`src/hdl/scrfu_pkg.sv`:
```
package scrfu_pkg;

  localparam int SCRFU_MAX_SYMBOLS = 64;
  localparam int SCRFU_MAX_DIGITS  = 16;
  localparam int SCRFU_VALUE_BITS  = 32;

  localparam int CFG_IDX_W  = 3;
  localparam int CFG_DATA_W = 32;

  // Command codes
  localparam logic [2:0] CMD_WRITE_SYM  = 3'd0;
  localparam logic [2:0] CMD_LOAD       = 3'd1;
  localparam logic [2:0] CMD_ADVANCE    = 3'd2;
  localparam logic [2:0] CMD_FORMAT_CNT = 3'd3;
  localparam logic [2:0] CMD_FORMAT_VAL = 3'd4;

  // Configuration register indexes
  localparam logic [CFG_IDX_W-1:0] REG_RADIX       = 3'd0;
  localparam logic [CFG_IDX_W-1:0] REG_DIGIT_COUNT = 3'd1;
  localparam logic [CFG_IDX_W-1:0] REG_MIN_VALUE   = 3'd2;
  localparam logic [CFG_IDX_W-1:0] REG_MAX_VALUE   = 3'd3;
  localparam logic [CFG_IDX_W-1:0] REG_WRAP_ENABLE = 3'd4;

  // Result kinds
  localparam logic KIND_SYMBOL  = 1'b0;
  localparam logic KIND_ADVANCE = 1'b1;

  typedef struct packed {
    logic [2:0]  command;
    logic [5:0]  symbol_index;
    logic [7:0]  symbol_code;
    logic [31:0] value;
    logic [15:0] step;
  } cmd_t;

  typedef struct packed {
    logic       result_kind;
    logic [7:0] symbol_out;
    logic       advance_ok;
    logic       digits_overflow;
    logic       last;
  } result_t;

  typedef struct packed {
    logic busy;
    logic done;
  } div_stat_t;

endpackage

```
`src/hdl/scrfu_divider.sv`:
```
module scrfu_divider import scrfu_pkg::*; #(
  parameter int VALUE_BITS = SCRFU_VALUE_BITS,
  parameter int BASE_W     = 7,
  parameter int REM_W      = 6
) (
  input  logic                  clk_i,
  input  logic                  rst_ni,
  input  logic                  start_i,
  input  logic [VALUE_BITS-1:0] dividend_i,
  input  logic [BASE_W-1:0]     divisor_i,
  output div_stat_t             stat_o,
  output logic [VALUE_BITS-1:0] quotient_o,
  output logic [REM_W-1:0]      remainder_o
);

  localparam int CNT_W = $clog2(VALUE_BITS);

  logic                  run_q, done_q;
  logic [CNT_W-1:0]      cnt_q;
  logic [VALUE_BITS-1:0] quo_q;
  logic [BASE_W-1:0]     rem_q, div_q;

  logic [BASE_W:0]   trial;
  logic [BASE_W:0]   diff;
  logic              ge;
  logic [BASE_W-1:0] rem_d;

  // One restoring step: shift in the next dividend bit, subtract if it fits.
  always_comb begin
    trial = {rem_q, quo_q[VALUE_BITS-1]};
    ge    = trial >= {1'b0, div_q};
    diff  = trial - {1'b0, div_q};
    rem_d = ge ? diff[BASE_W-1:0] : trial[BASE_W-1:0];
  end

  always_ff @(posedge clk_i or negedge rst_ni) begin
    if (!rst_ni) begin
      run_q  <= 1'b0;
      done_q <= 1'b0;
      cnt_q  <= '0;
    end else begin
      done_q <= 1'b0;
      if (start_i) begin
        run_q <= 1'b1;
        cnt_q <= CNT_W'(VALUE_BITS - 1);
      end else if (run_q) begin
        cnt_q <= cnt_q - 1'b1;
        if (cnt_q == '0) begin
          run_q  <= 1'b0;
          done_q <= 1'b1;
        end
      end
    end
  end

  always_ff @(posedge clk_i) begin
    if (start_i) begin
      quo_q <= dividend_i;
      rem_q <= '0;
      div_q <= divisor_i;
    end else if (run_q) begin
      quo_q <= {quo_q[VALUE_BITS-2:0], ge};
      rem_q <= rem_d;
    end
  end

  assign stat_o.busy  = run_q;
  assign stat_o.done  = done_q;
  assign quotient_o   = quo_q;
  assign remainder_o  = REM_W'(rem_q);

endmodule

```
`src/hdl/serial_counter_radix_formatter_unit.sv`:
```
// Serial-number counter with a programmable symbol alphabet.
// Command channel: start with cmd_i; a command is taken on a clock edge
// with start high and busy low. Write-symbol, load and unused commands
// finish at once and give no result. Advance gives one status word in the
// cycle after it is taken and does not raise busy.
// Format commands raise busy and give digit_count symbol words (one if
// digit_count is 0, at most MAX_DIGITS), most significant first, last set
// on the final one. All digits are first worked out in the shared
// bit-serial divider, then each symbol passes a table read (ST_RD) and an
// output register (ST_OUT). busy drops in the cycle the final symbol is
// shown.
// Result channel: result_valid_o marks each word for exactly one cycle;
// the receiver cannot stall it.
// Configuration: cfg_we_i, cfg_idx_i, cfg_data_i write a register on a
// clock edge; write only while busy is low and no result is pending.
// Reset: radix 10, digit_count 8, min 0, max all ones, wrap off, counter 0.
// The symbol table holds garbage until written.
module serial_counter_radix_formatter_unit import scrfu_pkg::*; #(
  parameter int MAX_SYMBOLS = SCRFU_MAX_SYMBOLS,
  parameter int MAX_DIGITS  = SCRFU_MAX_DIGITS,
  parameter int VALUE_BITS  = SCRFU_VALUE_BITS
) (
  input  logic                  clk_i,
  input  logic                  rst_ni,
  input  logic                  start,
  output logic                  busy,
  input  cmd_t                  cmd_i,
  output logic                  result_valid_o,
  output result_t               result_o,
  input  logic                  cfg_we_i,
  input  logic [CFG_IDX_W-1:0]  cfg_idx_i,
  input  logic [CFG_DATA_W-1:0] cfg_data_i
);

  localparam int SIW = $clog2(MAX_SYMBOLS);
  localparam int BW  = $clog2(MAX_SYMBOLS + 1);
  localparam int DIW = (MAX_DIGITS > 1) ? $clog2(MAX_DIGITS) : 1;
  localparam int CW  = ((VALUE_BITS > 32) ? VALUE_BITS : 32) + 1;

  localparam logic [1:0] ST_IDLE = 2'd0;
  localparam logic [1:0] ST_DIV  = 2'd1;
  localparam logic [1:0] ST_RD   = 2'd2;
  localparam logic [1:0] ST_OUT  = 2'd3;

  logic [1:0] state_q;

  logic [6:0]  radix_q;
  logic [4:0]  digit_count_q;
  logic [31:0] min_q, max_q;
  logic        wrap_q;

  logic [VALUE_BITS-1:0] counter_q;
  logic [DIW-1:0]        k_q, pos_q, nlast_q;
  logic                  ovf_q;

  logic [7:0]     sym_mem [MAX_SYMBOLS];
  logic [7:0]     sym_rd_q;
  logic [SIW-1:0] dig_buf [MAX_DIGITS];

  logic    res_valid_q;
  result_t res_q;

  logic                  accept, is_format, sym_we;
  logic [BW-1:0]         base;
  logic [DIW-1:0]        nlast;
  logic [CW-1:0]         sum;
  logic                  exceeds, cnt_gt_max;
  logic                  div_start;
  logic [VALUE_BITS-1:0] div_dividend;
  div_stat_t             div_stat;
  logic [VALUE_BITS-1:0] quotient;
  logic [SIW-1:0]        remainder;
  logic                  digit_done, final_digit;

  assign busy      = state_q != ST_IDLE;
  assign accept    = start && !busy;
  assign is_format = (cmd_i.command == CMD_FORMAT_CNT) || (cmd_i.command == CMD_FORMAT_VAL);
  assign sym_we    = accept && (cmd_i.command == CMD_WRITE_SYM)
                     && (32'(cmd_i.symbol_index) < 32'(MAX_SYMBOLS));

  always_comb begin
    if (radix_q < 7'd2) begin
      base = BW'(2);
    end else if (32'(radix_q) > 32'(MAX_SYMBOLS)) begin
      base = BW'(MAX_SYMBOLS);
    end else begin
      base = BW'(radix_q);
    end
    if (digit_count_q == 5'd0) begin
      nlast = '0;
    end else if (32'(digit_count_q) > 32'(MAX_DIGITS)) begin
      nlast = DIW'(MAX_DIGITS - 1);
    end else begin
      nlast = DIW'(digit_count_q - 5'd1);
    end
  end

  assign sum        = CW'(counter_q) + CW'(cmd_i.step);
  assign exceeds    = sum > CW'(max_q);
  assign cnt_gt_max = CW'(counter_q) > CW'(max_q);

  assign digit_done  = (state_q == ST_DIV) && div_stat.done;
  assign final_digit = k_q == nlast_q;
  assign div_start   = (accept && is_format) || (digit_done && !final_digit);

  always_comb begin
    if (state_q == ST_DIV) begin
      div_dividend = quotient;
    end else if (cmd_i.command == CMD_FORMAT_CNT) begin
      div_dividend = counter_q;
    end else begin
      div_dividend = VALUE_BITS'(cmd_i.value);
    end
  end

  scrfu_divider #(
    .VALUE_BITS (VALUE_BITS),
    .BASE_W     (BW),
    .REM_W      (SIW)
  ) u_div (
    .clk_i       (clk_i),
    .rst_ni      (rst_ni),
    .start_i     (div_start),
    .dividend_i  (div_dividend),
    .divisor_i   (base),
    .stat_o      (div_stat),
    .quotient_o  (quotient),
    .remainder_o (remainder)
  );

  always_ff @(posedge clk_i or negedge rst_ni) begin
    if (!rst_ni) begin
      radix_q       <= 7'd10;
      digit_count_q <= 5'd8;
      min_q         <= '0;
      max_q         <= '1;
      wrap_q        <= 1'b0;
    end else if (cfg_we_i) begin
      unique case (cfg_idx_i)
        REG_RADIX:       radix_q       <= cfg_data_i[6:0];
        REG_DIGIT_COUNT: digit_count_q <= cfg_data_i[4:0];
        REG_MIN_VALUE:   min_q         <= cfg_data_i;
        REG_MAX_VALUE:   max_q         <= cfg_data_i;
        REG_WRAP_ENABLE: wrap_q        <= cfg_data_i[0];
        default: ;
      endcase
    end
  end

  always_ff @(posedge clk_i or negedge rst_ni) begin
    if (!rst_ni) begin
      state_q     <= ST_IDLE;
      counter_q   <= '0;
      k_q         <= '0;
      pos_q       <= '0;
      nlast_q     <= '0;
      ovf_q       <= 1'b0;
      res_valid_q <= 1'b0;
    end else begin
      res_valid_q <= 1'b0;
      unique case (state_q)
        ST_IDLE: begin
          if (accept) begin
            if (cmd_i.command == CMD_LOAD) begin
              counter_q <= VALUE_BITS'(cmd_i.value);
            end else if (cmd_i.command == CMD_ADVANCE) begin
              res_valid_q <= 1'b1;
              if (wrap_q) begin
                counter_q <= exceeds ? VALUE_BITS'(min_q) : VALUE_BITS'(sum);
              end else if (!cnt_gt_max) begin
                counter_q <= VALUE_BITS'(sum);
              end
            end else if (is_format) begin
              k_q     <= '0;
              nlast_q <= nlast;
              state_q <= ST_DIV;
            end
          end
        end
        ST_DIV: begin
          if (digit_done) begin
            if (final_digit) begin
              ovf_q   <= |quotient;
              pos_q   <= nlast_q;
              state_q <= ST_RD;
            end else begin
              k_q <= k_q + 1'b1;
            end
          end
        end
        ST_RD: begin
          state_q <= ST_OUT;
        end
        ST_OUT: begin
          res_valid_q <= 1'b1;
          if (pos_q == '0) begin
            state_q <= ST_IDLE;
          end else begin
            pos_q   <= pos_q - 1'b1;
            state_q <= ST_RD;
          end
        end
        default: state_q <= ST_IDLE;
      endcase
    end
  end

  // Result payload
  always_ff @(posedge clk_i) begin
    if (state_q == ST_OUT) begin
      res_q.result_kind     <= KIND_SYMBOL;
      res_q.symbol_out      <= sym_rd_q;
      res_q.advance_ok      <= 1'b0;
      res_q.digits_overflow <= ovf_q;
      res_q.last            <= pos_q == '0;
    end else if (accept && (cmd_i.command == CMD_ADVANCE)) begin
      res_q.result_kind     <= KIND_ADVANCE;
      res_q.symbol_out      <= 8'd0;
      res_q.advance_ok      <= wrap_q || !cnt_gt_max;
      res_q.digits_overflow <= 1'b0;
      res_q.last            <= 1'b1;
    end
  end

  // Digit buffer, filled least significant first
  always_ff @(posedge clk_i) begin
    if (digit_done) begin
      dig_buf[k_q] <= remainder;
    end
  end

  // Symbol table
  always_ff @(posedge clk_i) begin
    if (sym_we) begin
      sym_mem[SIW'(cmd_i.symbol_index)] <= cmd_i.symbol_code;
    end
    if (state_q == ST_RD) begin
      sym_rd_q <= sym_mem[dig_buf[pos_q]];
    end
  end

  assign result_valid_o = res_valid_q;
  assign result_o       = res_q;

endmodule

```
`config.mk`:
```
export PLATFORM = sky130hd
export DESIGN_NAME = serial_counter_radix_formatter_unit
export DESIGN_NICKNAME = d
export VERILOG_FILES = /design/src/hdl/scrfu_pkg.sv /design/src/hdl/scrfu_divider.sv /design/src/hdl/serial_counter_radix_formatter_unit.sv
export SDC_FILE = /design/constraint.sdc
export NUM_CORES = 1
export LEC_CHECK = 0
export ABC_AREA = 1
export BUFFER_PORTS_ARGS = -buffer_cell sky130_fd_sc_hd__buf_2
export CAP_MARGIN = 20
export CORE_ASPECT_RATIO = 1.75
export CORE_UTILIZATION = 55
export CTS_CLUSTER_SIZE = 20
export DETAILED_ROUTE_END_ITERATION = 8
export GPL_TIMING_DRIVEN = 0
export PLACE_DENSITY = 0.7
export SLEW_MARGIN = 20
export SYNTH_ARGS = -nofsm -noshare
export SYNTH_HDL_FRONTEND = slang
export SYNTH_SLANG_ARGS = --single-unit
```
`constraint.sdc`:
```
create_clock -name clk_i -period 4.36 [get_ports clk_i]
set_input_delay 0.218 -clock clk_i [delete_from_list [all_inputs] [get_ports clk_i]]
set_output_delay 0.218 -clock clk_i [all_outputs]
set_load 0.02 [all_outputs]
```
==> out/summary.md, run 1 <==
## Run status
• **run status** finished, final reports clean

## Place
• **total of buffers placed on input and output ports** 117
• **HPWL after DPL** 85600 microns
• **final estimated routing congestion in global placement** 1.00
• **Placed Cells** 5005
• **post-place instance area** 0.0406 sq mm

## STA
• **Worst Skew** 0.0263 ns
• **final-layout setup total negative slack** 0 ns
• **slew of the pin with the lowest slew margin** 1.14 ns
• **relative max-transition margin** 23.8%
• **number of hold violations in the final report** 0
• **final critical-path share of the clock period** 96.0%
• **max-slew violation count** 0
• **post-layout min period** 4.19 ns
• **total of endpoints with negative setup slack in the final report** 0
• **peak clock frequency supported by timing** 239 MHz

## Critical path
• **depth of the most critical reg-to-reg path** 22
• **worst setup path category** reg -> reg
• **endpoint of the worst-slack reg-to-reg timing path** counter_q[10]
• **Worst R2R Setup Slack** 0.17 ns
• **Critical Path End Type** flip-flop
• **reg-to-reg startpoint** counter_q[0]
• **endpoint arrival time on the critical path** 4.72 ns
• **launching element type of the critical path** flip-flop
• **Crit Path Max Fanout** 10
• **Req. time, crit path** 4.90 ns

## Clock network
• **Clock transition at path regs** 0.07 ns
• **TritonCTS Buffers** 74
• **clock tree from TritonCTS** built
• **clk_lat worst skew** 0.65 ns
• **library cell used as clock root buffer** sky130_fd_sc_hd__clkbuf_16
• **Max H-tree Level** 3
• **maximum number of buffers from clock root to sink** 3
• **total number of clock tree sinks** 806

## Global route
• **via count of the first global-routing pass** 29005
• **GR Overflow Total** 0
• **largest net degree at the start of global routing** 75
• **number of antenna violations at the first check in global routing** 0
• **total routing resource utilization after global routing** 32.6%
• **first-pass GRT wire length** 170000 microns

## Route
• **routed wire length** 115000 microns
• **Via density** 5.58
• **Vias** 29079
• **number of remaining DRC errors** 0
• **count of nets left with antenna violations after detail routing** 0
• **drt initial violations** 1969
• **Pre-antenna DRT Iters** 5
• **average detailed-routed wire length per instance** 22.1 microns

## Min path
• **hold wc startpoint** cfg_data_i[6]
• **Hold Crit Class** in -> reg
• **hold path depth** 3
• **destination of the worst hold path** min_q[6]

## Synthesis
• **Syn Nets** 4176
• **register area share after synthesis** 60.8%
• **top post-synthesis cells by area** sky130_fd_sc_hd__edfxtp_1 52%, sky130_fd_sc_hd__nand2_1 9.8%, sky130_fd_sc_hd__nand3_1 6.9%, sky130_fd_sc_hd__dfrtp_1 6.3%, sky130_fd_sc_hd__inv_1 4.8%
• **Synth Register Bits** 806
• **number of standard cells after synthesis** 3971
• **post-synth design cell area** 0.0387 sq mm
• **per-instance average area after synthesis** 9.73 sq um
• **most frequently used cell type in the post-synthesis netlist** sky130_fd_sc_hd__nand2_1
• **fraction of post-synthesis cell area in the top cell type by area** 51.7%
• **fraction of registers with async set or reset after synthesis** 16.4%
• **most instantiated flip-flop cell in the synthesis netlist** sky130_fd_sc_hd__edfxtp_1
• **count of flip-flops with a built-in enable after synthesis** 665
• **top cell type by total area after synthesis** sky130_fd_sc_hd__edfxtp_1
• **Ys Warns** 0
• **top post-synthesis cells by count** 1009 x sky130_fd_sc_hd__nand2_1, 665 x sky130_fd_sc_hd__edfxtp_1, 534 x sky130_fd_sc_hd__nand3_1
• **library cells used by synthesis** 56

## Power
• **Design Power** 32000 uW
• **leakage power of the design** 0.0186 uW
• **Cell Pwr Density** 726 mW/mm^2
• **Max rail drop VDD** 424 uV

## Final layout
• **final net count** 4447
• **fraction of final layout cells sized beyond drive strength 1** 10.1%
• **Area growth, synth to finish** 13.9%
• **Final Core Density** 63.3%
• **Non-Filler Instances** 5214
• **Layout Cell Area excl Fill** 0.0440 sq mm

## Floorplan
• **number of I/O pins** 118
• **number of rows in the core area** 128
• **initial core utilization** 55.6%
• **area of the core region** 0.0695 sq mm
• **Die Area** 0.0714 sq mm
• **Die H** 353 microns
• **DIE WIDTH** 202 microns

## Job
• **max capacitance violation total** 0

state kept, by name, indices dropped and copies added, names as in the netlist:
signal	flops
k_q	4
counter_q	32
u_div.done_q	1
nlast_q	4
pos_q	4
max_q	32
digit_count_q	5
state_q	2
sym_rd_q	8
ovf_q	1
min_q	32
result_o	12
u_div.rem_q	7
sym_mem	512
u_div.cnt_q	5
u_div.div_q	7
dig_buf	96
u_div.run_q	1
wrap_q	1
u_div.quotient_o	32
result_valid_o	1
radix_q	7
power by group:
group,internal [uW],switching [uW],leakage (uW),total (uW)
registers,9340,700,0.00769,10000
logic,4580,10500,0.00975,15100
clock network,3890,2920,0.00121,6810
total,17800,14200,0.0186,32000
area by class of cell:
class	instances	area [sq um]
inverters	500	1880
clock buffers	89	1960
well taps	910	1140
clock inverters	48	553
diodes	1	2.50
flip-flops and latches	806	23500
multi-input cells	2476	12500
repair buffers	195	1500
plain buffers	189	991
fillers	5685	25500
logic make-up after synthesis:
family	share of synthesized area [%]
adders and majority gates	3.31
xor gates and xnor gates	0.906
AOI/OAI and AO/OA	5.30
buffers and inverters	7.36
DFF	60.8
and+or+nand+nor	22.3
critical path: stages (launching register included):
cell                       delay [ns]
sky130_fd_sc_hd__dfrtp_1         0.40
sky130_fd_sc_hd__ha_2            0.25
sky130_fd_sc_hd__fa_2            0.23
sky130_fd_sc_hd__nand2_1         0.05
sky130_fd_sc_hd__nand2_1         0.09
sky130_fd_sc_hd__and2_1          0.23
sky130_fd_sc_hd__a21oi_2         0.09
sky130_fd_sc_hd__o21ai_1         0.23
sky130_fd_sc_hd__nand2_1         0.08
sky130_fd_sc_hd__o21ai_1         0.28
sky130_fd_sc_hd__xor2_1          0.20
sky130_fd_sc_hd__inv_1           0.08
sky130_fd_sc_hd__ha_1            0.30
sky130_fd_sc_hd__nand4_1         0.09
sky130_fd_sc_hd__inv_1           0.15
sky130_fd_sc_hd__nand3_1         0.16
sky130_fd_sc_hd__nor4_4          0.34
sky130_fd_sc_hd__a21boi_4        0.17
sky130_fd_sc_hd__clkbuf_4        0.24
sky130_fd_sc_hd__nand3_1         0.10
sky130_fd_sc_hd__nand3_1         0.12
sky130_fd_sc_hd__nand2_1         0.11
sky130_fd_sc_hd__nand2_1         0.06
metal layers:
layer,routed length (microns),GRT usage (%)
met2,61600,60.5
met5,0,0
met1,37400,31.7
met4,10600,26.8
met3,5880,4.08
cells in the final DEF (no fill, tap or decap), drive strengths merged, types with 3 or more instances in the layout:
cell type    count
dfrtp           97
a21oi           77
edfxtp         665
nand2         1014
clkinv          25
dlygate4sd3     69
bufinv          11
xor2            30
nor3            19
o21a             7
nand3b          83
o21ai          160
buf            242
or2              6
nand3          534
nor4            12
nor2           274
a21o             6
o211ai          60
a211oi           3
xnor2           10
dfxtp            9
a31oi           22
dfstp           35
a221o            3
clkbuf         162
ha              99
nand4           35
inv            505
clkinvlp         7
repair_timing:
action,CTS,global route
buffers inserted,0,2
setup endpoints to repair,32,32
hold buffers,69,0
endpoints found under the hold margin,210,0
gates resized for setup,12,39
pin swaps,0,4
worst max path at each step:
| stage | start | to | depth (start not counted) |
|---|---|---|---|
| 2_1_floorplan | state_q[1] | u_div.quotient_o[0] | 9 |
| 3_3_place_gp | cmd_i[63] | u_div.quotient_o[11] | 10 |
| 5_1_grt | counter_q[0] | counter_q[10] | 23 |
| 3_5_place_dp | counter_q[0] | counter_q[12] | 28 |
| 4_1_cts | counter_q[0] | counter_q[10] | 30 |
| 6_report | counter_q[0] | counter_q[10] | 22 |
metrics by stage:
stage | setup WS (ns) | hold WS (ns)
2_1_floorplan | 0.902 | -0.0776
3_3_place_gp | -0.558 | 0.453
3_5_place_dp | -0.372 | 0.235
4_1_cts | 0.00140 | 0.00714
5_1_grt | -0.0180 | 0.0376
6_report | 0.173 | 0.0263
No activity file was read; power rests on OpenSTA's default activity.
==> inputs of run 2 (changes only) <==
- ABC_AREA: 1 -> default
==> run 2 against run 1 <==
The flow now finishes with violations (setup timing). Final area shrank 4.8%. Core utilization grew 0.80 points. Setup slack lost 0.64 ns. Largest cell class unchanged. Highest routed layer unchanged.
==> out/summary.md, run 2 <==
## STA
• **peak clock frequency supported by timing** 207 MHz, -13%
• **slew of the pin with the lowest slew margin** 1.11 ns, -0.0304 ns
• **relative max-transition margin** 25.5%, +1.7 points
• **number of hold violations in the final report** 0, unchanged
• **minimum setup slack in the final design** -0.469 ns, -0.643 ns
• **unrepaired setup endpoints after global routing** yes
• **post-layout min period** 4.83 ns, +0.643 ns
• **final critical-path share of the clock period** 111%, +15 points
• **Worst Skew** 0.0230 ns, -0.00326 ns
• **max-slew violation count** 0, unchanged
• **total of endpoints with negative setup slack in the final report** 35, +35

## Critical path
• **launching element type of the critical path** flip-flop
• **Worst R2R Setup Slack** -0.47 ns, -0.64 ns
• **depth of the most critical reg-to-reg path** 23, +4.5%
• **Critical Path End Type** flip-flop
• **endpoint of the worst-slack reg-to-reg timing path** counter_q[28]
• **Req. time, crit path** 4.87 ns, -0.03 ns
• **worst setup path category** reg -> reg
• **reg-to-reg startpoint** counter_q[7]
• **Crit Path Max Fanout** 5, -5
• **endpoint arrival time on the critical path** 5.34 ns, +0.62 ns

## Power
• **fraction of power spent switching nets** 22.9%, -21 points
• **clock network fraction of total power** 39.0%, +18 points
• **part of the total power dissipated in sequential elements** 54.1%, +23 points
• **cell-internal power** 13000 uW, -27%
• **relative contribution of combinational cells to total power** 6.9%, -40 points
• **leakage power of the design** 0.0159 uW, -15%
• **sw power** 3870 uW, -73%
• **Design Power** 16900 uW, -47%
• **Cell Pwr Density** 403 mW/mm^2, -45%
• **Max rail drop VDD** 377 uV, -11%

## Clock network
• **TritonCTS Buffers** 72, -2.7%
• **Clock transition at path regs** 0.07 ns, about the same
• **total number of clock tree sinks** 806, unchanged
• **clock tree from TritonCTS** built
• **maximum number of buffers from clock root to sink** 3, unchanged
• **Max H-tree Level** 3, unchanged
• **clk_lat worst skew** 0.64 ns, about the same
• **library cell used as clock root buffer** sky130_fd_sc_hd__clkbuf_16

## Route
• **number of remaining DRC errors** 0, unchanged
• **count of nets left with antenna violations after detail routing** 0, unchanged
• **Pre-antenna DRT Iters** 6, +1
• **drt initial violations** 2148, +9.1%
• **routed wire length** 109000 microns, -5.6%
• **Via density** 6.10, +9.5%
• **Vias** 25340, -13%
• **average detailed-routed wire length per instance** 26.3 microns, +19%

## Floorplan
• **initial core utilization** 55.7%, +0.065 points
• **Die H** 342 microns, -3.0%
• **Die Area** 0.0672 sq mm, -5.9%
• **number of rows in the core area** 124, -3.1%
• **number of I/O pins** 118, unchanged
• **area of the core region** 0.0653 sq mm, -6.0%
• **DIE WIDTH** 196 microns, -3.0%

## Synthesis
• **fraction of post-synthesis cell area in the top cell type by area** 54.9%, +3.2 points
• **Ys Warns** 0, unchanged
• **top post-synthesis cells by area** sky130_fd_sc_hd__edfxtp_1 55%, sky130_fd_sc_hd__dfrtp_1 6.7%, sky130_fd_sc_hd__nand2_1 5.0%, sky130_fd_sc_hd__ha_1 3.4%, sky130_fd_sc_hd__nor2_1 2.9%
• **Syn Nets** 3125, -25%
• **Synth Register Bits** 806, unchanged
• **register area share after synthesis** 64.6%, +3.8 points
• **fraction of registers with async set or reset after synthesis** 16.4%, unchanged
• **top post-synthesis cells by count** 665 x sky130_fd_sc_hd__edfxtp_1, 480 x sky130_fd_sc_hd__nand2_1, 278 x sky130_fd_sc_hd__nor2_1
• **library cells used by synthesis** 83, +48%
• **most frequently used cell type in the post-synthesis netlist** sky130_fd_sc_hd__edfxtp_1
• **number of standard cells after synthesis** 2920, -26%
• **post-synth design cell area** 0.0364 sq mm, -5.9%
• **per-instance average area after synthesis** 12.5 sq um, +28%
• **count of flip-flops with a built-in enable after synthesis** 665, unchanged
• **top cell type by total area after synthesis** sky130_fd_sc_hd__edfxtp_1
• **most instantiated flip-flop cell in the synthesis netlist** sky130_fd_sc_hd__edfxtp_1

## Final layout
• **Area growth, synth to finish** 15.2%
• **largest register by flop count** sym_mem
• **fill cell instance count of the final layout** 4921, -13%
• **flip-flop count of the largest register after layout** 512, unchanged
• **most common cell after layout, fill and taps aside** sky130_fd_sc_hd__edfxtp_1
• **final net count** 3416, -23%
• **Non-Filler Instances** 4151, -20%
• **leading registers by flop count** sym_mem x512, dig_buf x96
• **Final Core Density** 64.1%, +0.80 points
• **fraction of final layout cells sized beyond drive strength 1** 17.4%, +7.3 points
• **Layout Cell Area excl Fill** 0.0419 sq mm, -4.8%
• **commonest cells after routing, fill and taps aside** 665 x sky130_fd_sc_hd__edfxtp_1, 477 x sky130_fd_sc_hd__nand2_1, 272 x sky130_fd_sc_hd__nor2_1, 159 x sky130_fd_sc_hd__buf_2, 100 x sky130_fd_sc_hd__a21oi_1

## Job
• **max capacitance violation total** 0, unchanged

## Global route
• **via count of the first global-routing pass** 26482, -8.7%
• **total routing resource utilization after global routing** 32.9%, +0.28 points
• **GR Overflow Total** 0, unchanged
• **largest net degree at the start of global routing** 91, +21%
• **number of antenna violations at the first check in global routing** 3, +3
• **first-pass GRT wire length** 160000 microns, -6.2%

## Min path
• **Hold Crit Class** in -> reg
• **destination of the worst hold path** wrap_q
• **hold path depth** 4, +1
• **hold wc startpoint** cfg_idx_i[0]

## Place
• **Placed Cells** 3919, -22%
• **final estimated routing congestion in global placement** 1.02, +2.2%
• **total of buffers placed on input and output ports** 114, -2.6%
• **post-place instance area** 0.0382 sq mm, -5.9%
• **HPWL after DPL** 78200 microns, -8.7%

## Run status
• **run status** complete, but fails checks
• **violated checks** setup timing

[run 2: final cells by class]
cell class                      instances  area (sq um)  area share (%)
Clock buffer                           87          1950            4.66
Inverter                               74           278           0.663
Multi-Input combinational cell       1884         12100            28.8
Antenna cell                            1          2.50         0.00597
Buffer                                156           881            2.10
Timing Repair Buffer                  217          1660            3.96
Tap cell                              882          1100            2.63
Clock inverter                         44           452            1.08
Sequential cell                       806         23500            56.1
[run 2: logic make-up (layout without fill, tap and decap cells)]
kind of cell / after synthesis / after routing / share of synthesized area [%]
AND/OR/NAND/NOR: 1085 / 1085 / 13.2
flip-flops: 806 / 806 / 64.6
AO/OA/AOI/OAI: 502 / 502 / 9.51
buffers and inverters: 230 / 578 / 3.10
multiplexers: 153 / 153 / 5.02
adder cells (fa/ha/maj): 102 / 102 / 3.54
XOR/XNOR: 42 / 42 / 1.01
other: 0 / 1 / 0
[run 2: worst max-delay path: stages, from the launching register on]
cell                       delay, ns
sky130_fd_sc_hd__dfrtp_1        0.43
sky130_fd_sc_hd__ha_4           0.32
sky130_fd_sc_hd__nand2_2        0.05
sky130_fd_sc_hd__or3_4          0.40
sky130_fd_sc_hd__nor2_4         0.11
sky130_fd_sc_hd__a22oi_2        0.08
sky130_fd_sc_hd__buf_6          0.14
sky130_fd_sc_hd__o21ai_4        0.20
sky130_fd_sc_hd__and4_1         0.24
sky130_fd_sc_hd__buf_6          0.13
sky130_fd_sc_hd__nand2_4        0.05
sky130_fd_sc_hd__xnor2_2        0.15
sky130_fd_sc_hd__ha_1           0.33
sky130_fd_sc_hd__a21o_1         0.19
sky130_fd_sc_hd__a21o_1         0.16
sky130_fd_sc_hd__a21oi_2        0.15
sky130_fd_sc_hd__o211ai_1       0.15
sky130_fd_sc_hd__a221oi_2       0.38
sky130_fd_sc_hd__a21oi_2        0.14
sky130_fd_sc_hd__a41oi_4        0.21
sky130_fd_sc_hd__buf_6          0.14
sky130_fd_sc_hd__nor2_4         0.05
sky130_fd_sc_hd__buf_8          0.15
sky130_fd_sc_hd__a221o_1        0.35
[run 2: metrics by stage]
| step | TNS, ns | setup WS [ns] | hold WS, ns |
|---|---|---|---|
| after floorplan | -1.17 | -0.102 | -0.0776 |
| after global placement | -62.73 | -1.09 | 0.448 |
| after detailed placement | -35.63 | -1.17 | 0.132 |
| after CTS | -10.49 | -0.401 | 0.0121 |
| after global routing | -16.36 | -0.592 | 0.0405 |
| final | -12.40 | -0.469 | 0.0264 |
[run 2: per-layer routing]
layer | wire (microns) | up-vias | global-route usage [%]
met4 | 10100 | 0 | 27.3
met2 | 58000 | 1122 | 60.8
li1 | - | 11336 | -
met1 | 34500 | 12447 | 31.3
met5 | 0 | - | 0
met3 | 6380 | 435 | 5.73
[run 2: power by group through the flow]
stage          clock network [uW]  registers (uW)  logic (uW)
5_1_grt                      6860            9170        1280
2_1_floorplan                   0            9130         701
3_3_place_gp                    0            9260        1020
4_1_cts                      6610            9130        1150
3_5_place_dp                    0            9290        1080
6_report                     6580            9140        1160
[run 2: what timing repair did]
item	in CTS	in global routing
setup endpoints to repair	39	39
hold endpoints to repair	223	0
setup buffers	26	8
hold buffers	64	0
gates resized for setup	53	20
pin swaps	34	25
gates cloned	3	0
[run 2: how the worst max path moves through the flow]
stage                  from            end  slack [ns]  cells after the start
2_1_floorplan  counter_q[0]  counter_q[13]       -0.10                     22
3_3_place_gp   counter_q[0]  counter_q[17]       -1.09                     21
3_5_place_dp   counter_q[0]  counter_q[28]       -1.17                     21
4_1_cts        counter_q[0]  counter_q[28]       -0.40                     24
5_1_grt        counter_q[7]  counter_q[29]       -0.59                     23
6_report       counter_q[7]  counter_q[28]       -0.47                     23
